<file path="src/hdl/ssc_pkg.sv">
package ssc_pkg;

	localparam int unsigned SSC_MAX_SEGMENTS = 1024;
	localparam int unsigned SSC_OP_W         = 2;
	localparam int unsigned SSC_COORD_W      = 32;
	localparam int unsigned SSC_STATUS_W     = 2;
	localparam int unsigned SSC_HIT_W        = 11;

	// opcodes
	localparam logic [SSC_OP_W-1:0] OP_LOAD  = 2'd0;
	localparam logic [SSC_OP_W-1:0] OP_QUERY = 2'd1;
	localparam logic [SSC_OP_W-1:0] OP_CLEAR = 2'd2;

	// result status codes
	localparam logic [SSC_STATUS_W-1:0] ST_STORED  = 2'd0;
	localparam logic [SSC_STATUS_W-1:0] ST_FULL    = 2'd1;
	localparam logic [SSC_STATUS_W-1:0] ST_QUERY   = 2'd2;
	localparam logic [SSC_STATUS_W-1:0] ST_CLEARED = 2'd3;

	typedef struct packed {
		logic signed [SSC_COORD_W-1:0] lo;
		logic signed [SSC_COORD_W-1:0] hi;
	} seg_t;

	typedef struct packed {
		logic [SSC_STATUS_W-1:0] status;
		logic [SSC_HIT_W-1:0]    hit_count;
	} res_t;

endpackage

</file>
<file path="src/hdl/ssc_if.sv">
interface ssc_req_if import ssc_pkg::*; ();
	logic                          valid;
	logic                          ready;
	logic [SSC_OP_W-1:0]           opcode;
	logic signed [SSC_COORD_W-1:0] seg_start;
	logic signed [SSC_COORD_W-1:0] seg_end;
	logic signed [SSC_COORD_W-1:0] query_point;

	modport source (output valid, opcode, seg_start, seg_end, query_point, input ready);
	modport sink (input valid, opcode, seg_start, seg_end, query_point, output ready);
endinterface


</file>
<file path="src/hdl/ssc_engine.sv">
module ssc_engine import ssc_pkg::*; #(
	parameter int unsigned MAX_SEGMENTS = SSC_MAX_SEGMENTS,
	parameter int unsigned CW = $clog2(MAX_SEGMENTS + 1),
	parameter int unsigned AW = (MAX_SEGMENTS > 1) ? $clog2(MAX_SEGMENTS) : 1
) (
	input  logic          clk,
	input  logic          arst_n,
	ssc_req_if.sink       req,
	output logic          res_vld,
	output res_t          res,
	input  logic          res_free,
	output logic          wr_en,
	output logic [AW-1:0] wr_addr,
	output seg_t          wr_seg,
	output logic          rd_en,
	output logic [AW-1:0] rd_addr,
	input  seg_t          rd_seg
);

	localparam logic [1:0] S_IDLE = 2'd0;
	localparam logic [1:0] S_SCAN = 2'd1;
	localparam logic [1:0] S_HOLD = 2'd2;

	logic [1:0]                    state_q;
	logic [CW-1:0]                 cnt_q;
	logic [AW-1:0]                 idx_q;
	logic                          issue_q;
	logic                          vld_s1;
	logic                          last_s1;
	logic signed [SSC_COORD_W-1:0] point_q;
	logic [SSC_HIT_W-1:0]          hits_q;
	logic [SSC_STATUS_W-1:0]       status_q;

	logic                    accept;
	logic                    is_clear;
	logic                    is_query;
	logic                    full;
	logic                    issue_last;
	logic                    hit;
	logic [SSC_STATUS_W-1:0] imm_status;

	assign req.ready  = (state_q == S_IDLE);
	assign accept     = req.valid && req.ready;
	assign is_clear   = (req.opcode == OP_CLEAR);
	assign is_query   = req.opcode[0];
	assign full       = (cnt_q == CW'(MAX_SEGMENTS));
	assign imm_status = is_clear ? ST_CLEARED : (full ? ST_FULL : ST_STORED);

	// loads/clears answer at once, or from hold if stalled; queries from hold
	assign res_vld = (state_q == S_HOLD) || (accept && !is_query);
	always_comb begin
		if (state_q == S_HOLD) begin
			res.status    = status_q;
			res.hit_count = hits_q;
		end else begin
			res.status    = imm_status;
			res.hit_count = '0;
		end
	end

	assign wr_en     = accept && !is_query && !is_clear && !full;
	assign wr_addr   = cnt_q[AW-1:0];
	assign wr_seg.lo = req.seg_start;
	assign wr_seg.hi = req.seg_end;

	assign rd_en      = issue_q;
	assign rd_addr    = idx_q;
	assign issue_last = (CW'(idx_q) == (cnt_q - CW'(1)));
	assign hit        = (rd_seg.lo <= point_q) && (point_q <= rd_seg.hi);

	always_ff @(posedge clk or negedge arst_n) begin
		if (!arst_n) begin
			state_q  <= S_IDLE;
			cnt_q    <= '0;
			issue_q  <= 1'b0;
			vld_s1   <= 1'b0;
			last_s1  <= 1'b0;
			idx_q    <= '0;
			point_q  <= '0;
			hits_q   <= '0;
			status_q <= ST_STORED;
		end else begin
			vld_s1  <= issue_q;
			last_s1 <= issue_q && issue_last;
			case (state_q)
				S_IDLE: begin
					if (accept) begin
						if (is_query) begin
							point_q  <= req.query_point;
							hits_q   <= '0;
							idx_q    <= '0;
							status_q <= ST_QUERY;
							if (cnt_q == '0) begin
								state_q <= S_HOLD;
							end else begin
								issue_q <= 1'b1;
								state_q <= S_SCAN;
							end
						end else begin
							if (is_clear) begin
								cnt_q <= '0;
							end else if (!full) begin
								cnt_q <= cnt_q + CW'(1);
							end
							if (!res_free) begin
								status_q <= imm_status;
								hits_q   <= '0;
								state_q  <= S_HOLD;
							end
						end
					end
				end
				S_SCAN: begin
					// issue one read a cycle, count hits in the cycle after each read is issued
					if (issue_q) begin
						idx_q <= idx_q + AW'(1);
						if (issue_last) begin
							issue_q <= 1'b0;
						end
					end
					if (vld_s1) begin
						if (hit && (hits_q != '1)) begin
							hits_q <= hits_q + SSC_HIT_W'(1);
						end
						if (last_s1) begin
							state_q <= S_HOLD;
						end
					end
				end
				S_HOLD: begin
					if (res_free) begin
						state_q <= S_IDLE;
					end
				end
				default: begin
					state_q <= S_IDLE;
				end
			endcase
		end
	end

endmodule

</file>
<file path="src/flat_wrapper.sv">
// flat-port wrapper written by rule: the top's interface ports become plain ports
module ssc_engine_flat import ssc_pkg::*;
#(
	parameter int unsigned MAX_SEGMENTS = SSC_MAX_SEGMENTS,
	parameter int unsigned CW = $clog2(MAX_SEGMENTS + 1),
	parameter int unsigned AW = (MAX_SEGMENTS > 1) ? $clog2(MAX_SEGMENTS) : 1
)
  (clk, arst_n, res_vld, res, res_free, wr_en, wr_addr, wr_seg, rd_en, rd_addr, rd_seg, req_valid, req_opcode, req_seg_start, req_seg_end, req_query_point, req_ready);
  ssc_req_if req_i ();
  input  logic clk;
  input  logic arst_n;
  output logic res_vld;
  output res_t res;
  input  logic res_free;
  output logic wr_en;
  output logic [AW-1:0] wr_addr;
  output seg_t wr_seg;
  output logic rd_en;
  output logic [AW-1:0] rd_addr;
  input  seg_t rd_seg;
  input wire logic [$bits(req_i.valid)-1:0] req_valid;
  input wire logic [$bits(req_i.opcode)-1:0] req_opcode;
  input wire logic [$bits(req_i.seg_start)-1:0] req_seg_start;
  input wire logic [$bits(req_i.seg_end)-1:0] req_seg_end;
  input wire logic [$bits(req_i.query_point)-1:0] req_query_point;
  output wire logic [$bits(req_i.ready)-1:0] req_ready;
  assign req_i.valid = req_valid;
  assign req_i.opcode = req_opcode;
  assign req_i.seg_start = req_seg_start;
  assign req_i.seg_end = req_seg_end;
  assign req_i.query_point = req_query_point;
  assign req_ready = req_i.ready;
  ssc_engine #(.MAX_SEGMENTS(MAX_SEGMENTS), .CW(CW), .AW(AW)) u_core (.clk(clk), .arst_n(arst_n), .req(req_i), .res_vld(res_vld), .res(res), .res_free(res_free), .wr_en(wr_en), .wr_addr(wr_addr), .wr_seg(wr_seg), .rd_en(rd_en), .rd_addr(rd_addr), .rd_seg(rd_seg));
endmodule
</file>
<file path="config.mk">
export PLATFORM = sky130hd
export DESIGN_NAME = ssc_engine_flat
export DESIGN_NICKNAME = d
export VERILOG_FILES = /design/src/hdl/ssc_pkg.sv /design/src/hdl/ssc_if.sv /design/src/hdl/ssc_engine.sv /design/src/flat_wrapper.sv
export SDC_FILE = /design/constraint.sdc
export NUM_CORES = 1
export LEC_CHECK = 0
export BUFFER_PORTS_ARGS = -buffer_cell sky130_fd_sc_hd__buf_2
export CORE_MARGIN = 4
export CORE_UTILIZATION = 41
export CTS_BUF_LIST = sky130_fd_sc_hd__clkbuf_4
export DETAILED_ROUTE_END_ITERATION = 12
export PLACE_DENSITY = 0.69
export SYNTH_ARGS = -nofsm -noshare
export SYNTH_HDL_FRONTEND = slang
export SYNTH_SLANG_ARGS = --single-unit
</file>
<file path="constraint.sdc">
create_clock -name clk -period 6.38 [get_ports clk]
set_input_delay 0.638 -clock clk [delete_from_list [all_inputs] [get_ports clk]]
set_output_delay 0.638 -clock clk [all_outputs]
set_load 0.02 [all_outputs]
</file>
# Word-level counts from Yosys, hierarchy flattened
# Index checks and enable logic that the tools add are counted.
# word_totals
input_bits	166
register_bits	71
output_inout_bits	101
# op_classes
bitwise	1
reduce_logical	21
n_addsub	4
eq_ne	17
order_cmp	2
mux	31
# ops
op	n
$mux W11	7
$le A32 B32 Y1	2
$mux W10	3
$add A11 B1 Y11 const B	2
$pmux W11 S2	1
$mux W2	10
$pmux W10 S2	1
$mux W13	1
$ne A2 B1 Y1 const B	6
$reduce_and A4 Y1	3
$eq A10 B11 Y1	1
$eq A11 B11 Y1 const B	1
$logic_not A11 Y1	1
$ne A11 B11 Y1 const B	1
$sub A11 B1 Y11 const B	1
$add A10 B1 Y10 const B	1
$reduce_and A5 Y1	2
$ne A2 B2 Y1 const B	4
$logic_and A1 B1 Y1	7
$mux W1	6
$pmux W2 S3	1
$reduce_and A3 Y1	2
$eq A2 B2 Y1 const B	2
$logic_not A1 Y1	3
7 further kinds	7

# Logic depth before layout (Yosys ltp)
# depth
depth_word	6
ltp_mapped	11
mapped_depth_nobuf	10

# Worst setup path after synthesis
# OpenSTA, ideal clock, no wires.
# synth_path
path_kind	input to register
from	input rd_seg[46] (netlist bit)
to	register u_core.hits_q[1]
setup_ps	126
required_time_ps	6254
stages	10
t_arrival_ps	2754
n_path_buf	1
slack_ps	3500
cell_sequence	ha_1 -> a21oi_2 -> nand2_1 -> a221o_1 -> o311a_1 -> o221a_1 -> a211oi_4 -> buf_6 -> a21oi_2 -> a221o_1
# synth_between
elab_chain_len	5
# synth_lines
item	line_no	text
start: declaration	flat_wrapper.sv:20	input seg_t rd_seg;
$le A32 B32 Y1	ssc_engine.sv:69	assign hit = (rd_seg.lo <= point_q) && (point_q <= rd_seg.hi);
$logic_and A1 B1 Y1	ssc_engine.sv:69	
$logic_and A1 B1 Y1	ssc_engine.sv:122	if (hit && (hits_q != '1)) begin
$ne A2 B1 Y1 (no source line)	n/a	
$reduce_and A5 Y1 (no source line)	n/a	
end signal: assignment	ssc_engine.sv:123	hits_q <= hits_q + SSC_HIT_W'(1);
end: declaration	ssc_engine.sv:31	logic [SSC_HIT_W-1:0] hits_q;
# No other way between the ends.
# A chain may end at the register's enable or synchronous reset.

# Worst setup path in the final report
# layout_path
from	register u_core.cnt_q[0]
to	output wr_en
# layout_between
elab_chain_len	3
# layout_lines
item	line_no	text
start: declaration	ssc_engine.sv:25	logic [CW-1:0] cnt_q;
start signal: assignment	ssc_engine.sv:103	cnt_q <= cnt_q + CW'(1);
$eq A11 B11 Y1	ssc_engine.sv:46	assign full = (cnt_q == CW'(MAX_SEGMENTS));
$logic_not A1 Y1	ssc_engine.sv:61	assign wr_en = accept && !is_query && !is_clear && !full;
$logic_and A1 B1 Y1	ssc_engine.sv:61	
end: declaration	flat_wrapper.sv:15	output logic wr_en;
# No other way between the ends.

==> flow_metrics.py <==
metrics = {
    "run_status": {
        "outcome": "completed",
    },
    "clock_network": {
        "clkTransAtPathRegs_ns": 0.13,
        "hold_buffers": 0,
        "cts_resized": 0,
        "worstSkewPairLatency_ns": 0.46,
        "root_buffer": "clkbuf_4",
        "cts_buffers": 9,
        "clockBufferDepth": 2,
        "cts_sinks": 71,
        "cts_tree": "yes",
        "cts-htree-levels": 3,
        "cts_setup_buffers": 0,
    },
    "finish": {
        "area_delta_synth_final_pct": 7.42,
        "final_util_pct": 44.9,
        "final_nets": 992,
        "final_cell_mix": "buf_2 (137), nand2_1 (79), inv_1 (76), dfrtp_1 (71), ha_1 (68)",
        "drive_gt1_share_pct": 21.4,
        "fin_cells": 944,
        "final_common_cell": "buf_2",
    },
    "floorplan": {
        "io_pins": 267,
        "core_sq_um": 13800,
        "initial_core_util_pct": 41.8,
        "die_y_microns": 127,
        "fp.dieW_microns": 127,
        "die_area_sq_um": 16100,
        "rows": 43,
    },
    "global_routing": {
        "grt_first_pass_wirelength_microns": 22400,
        "gr-total-overflow": 0,
        "grt_pass1_vias": 4806,
        "track_usage_pct": 17.0,
        "antenna_found_initial": 1,
        "grt_max_degree": 73,
    },
    "job": {
        "maxCapViolations": 0,
    },
    "setup_path": {
        "critPathRequiredTime_ns": 5.74,
        "slowest_delay_ns": 0.53,
        "crit_arrival_ns": 3.25,
        "path_cells": "inv_1 > ha_1 > nor3b_1 > nand2_1 > nor3_1 > nand2_1 > nand3b_1 > inv_1 > buf_2",
        "path_delay_family": "simple AND/OR/NAND/NOR gates",
        "cp-start-kind": "flop",
        "slowest_stage": "nor3b_1",
        "critPathBufInv": 3,
        "crit_type": "flop to output pin",
        "critPathMaxFanout": 11,
        "end_kind": "output pin",
    },
    "power": {
        "fin_total_pwr_mw": 1.98,
        "power_density_nw_per_um2": 319,
        "power.leakage_nw": 3.27,
        "ir_drop_v": 0.000125,
    },
    "sta": {
        "final.setup.tns_ns": 0,
        "finalClockSkew_ns": 0.0140,
        "hold_viol": 0,
        "fmax_ghz": 0.257,
        "relSlewSlack_pct": 37.0,
        "setup_viol": 0,
        "rsz0062_at_grt": "no",
        "min_period_ns": 3.89,
        "worstMarginPinSlew_ns": 0.945,
        "fin_crit_sh_pct": 60.9,
        "maxSlewViolCount": 0,
    },
    "routing": {
        "routed_wirelength_microns": 13300,
        "final_antenna_net_count": 0,
        "vias": 4823,
        "drtIter0Drc": 203,
        "wl_per_cell_microns": 14.1,
        "drtPass1Iterations": 4,
        "via_per_inst": 5.11,
        "drc": 0,
    },
    "logic_synthesis": {
        "synth_edf_count": 0,
        "synth_cells": 707,
        "synth-main-ff-cell": "dfrtp_1",
        "synth.distinct_cells": 52,
        "ys_ff_latch": 71,
        "synthArstFlopShare_pct": 100,
        "synth_fp_nets": 941,
        "synth-seq-area-share_pct": 30.7,
        "ys_warn_count": 0,
        "syn_area_sq_um": 5780,
        "avgSynthCellArea_sq_um": 8.18,
    },
    "hold_path": {
        "hp-class": "input port to asynchronous set/reset pin",
    },
    "place": {
        "gp_congestion": 0.794,
        "dp.cells": 927,
        "hpwl_microns": 10300,
        "io_buffers": 138,
    },
}
-- final cells by class --
| class | count | area (sq um) |
|---|---|---|
| Clock inverter | 6 | 85.1 |
| Fill cell | 1403 | 7620 |
| Timing Repair Buffer | 139 | 701 |
| Inverter | 76 | 285 |
| Sequential cell | 71 | 1780 |
| Multi-Input combinational cell | 461 | 3060 |
| Clock buffer | 10 | 75.1 |
| Antenna cell | 1 | 2.50 |
| Tap cell | 180 | 225 |
-- worst reg2reg max path: stages (launching register included) --
cell and delay, ns:
dfrtp_1 0.40, ha_1 0.32, nand4_1 0.18, nor4_1 0.48, nor3b_1 0.36, a2bb2oi_1 0.17, a211oi_4 0.59, a31o_2 0.38
a21oi_1 0.10
-- metrics by stage --
stage	cell area [sq um]	hold slack (ns)	setup WS [ns]
final	6210	0.323	2.49
after global routing	6210	0.354	2.08
after CTS	6210	0.320	2.42
after detailed placement	6050	0.449	2.88
after global placement	6050	0.451	3.05
after floorplan	5780	0.342	3.50
-- sequential cells by signal, summed over array words and instances, names as in the netlist --
register         count
u_core.vld_s1        1
u_core.point_q      32
u_core.state_q       2
u_core.status_q      2
u_core.rd_addr      10
u_core.last_s1       1
u_core.rd_en         1
u_core.hits_q       11
u_core.cnt_q        11
-- power by group --
group / total, mW / switching, mW / internal, mW
clock network: 0.334 / 0.173 / 0.162
logic: 0.969 / 0.568 / 0.401
registers: 0.674 / 0.103 / 0.572
total: 1.98 / 0.843 / 1.13
-- path summary, 6_finish.rpt --
kind / slack (ns) / startpoint / to / depth (start not counted)
hold / removal: 0.32 / arst_n / u_core.point_q[14] / 1
hold reg to reg: 0.48 / u_core.rd_en / u_core.vld_s1 / 0
setup reg to reg: 3.29 / u_core.point_q[27] / u_core.hits_q[7] / 8
setup / recovery: 2.49 / u_core.cnt_q[0] / wr_en / 9
max in group asynchronous: 5.45 / arst_n / u_core.state_q[0] / 1
min in group clk: 0.39 / req_query_point[14] / u_core.point_q[14] / 3
-- cells by family after synthesis --
group	synth area share, %
AO/OA/AOI/OAI	17.1
XOR/XNOR	3.18
adder cells (fa/ha/maj)	14.7
buffers and inverters	16.4
flip-flops	30.7
multiplexers	0.541
AND/OR/NAND/NOR	17.3
-- per-layer routing --
metal / GRT usage, % / share of wire (%)
met2: 27.1 / 45
met3: 3.58 / 5.5
met4: 6.69 / 2.0
met1: 22.7 / 47
met5: 0 / 0
-- synth_stat cells (all sizes together) (2+ instances only) --
library cell	n	share of area [%]
nand4	20	2.2
nor2	30	1.9
buf	76	9.9
clkbuf	23	1.5
o311a	2	0.35
a21oi	47	4.2
xnor2	10	1.5
nand2b	4	0.43
and4	3	0.48
xor2	11	1.7
o211ai	3	0.39
a21o	5	0.65
nor3b	3	0.39
nand2	79	5.1
a21boi	2	0.26
o31ai	2	0.26
mux2i	2	0.35
o32ai	2	0.30
nand3b	2	0.26
o21a	9	1.2
dfrtp	71	31
a31oi	12	1.3
nand3	12	1.0
a221o	3	0.52
nor3	13	1.2
ha	68	15
nor4	3	0.32
o22ai	2	0.22
o21ai	63	5.5
and3	17	1.8
nor2b	4	0.43
and2	14	1.5
inv	76	4.9
Power figures use the tool's default switching activity.
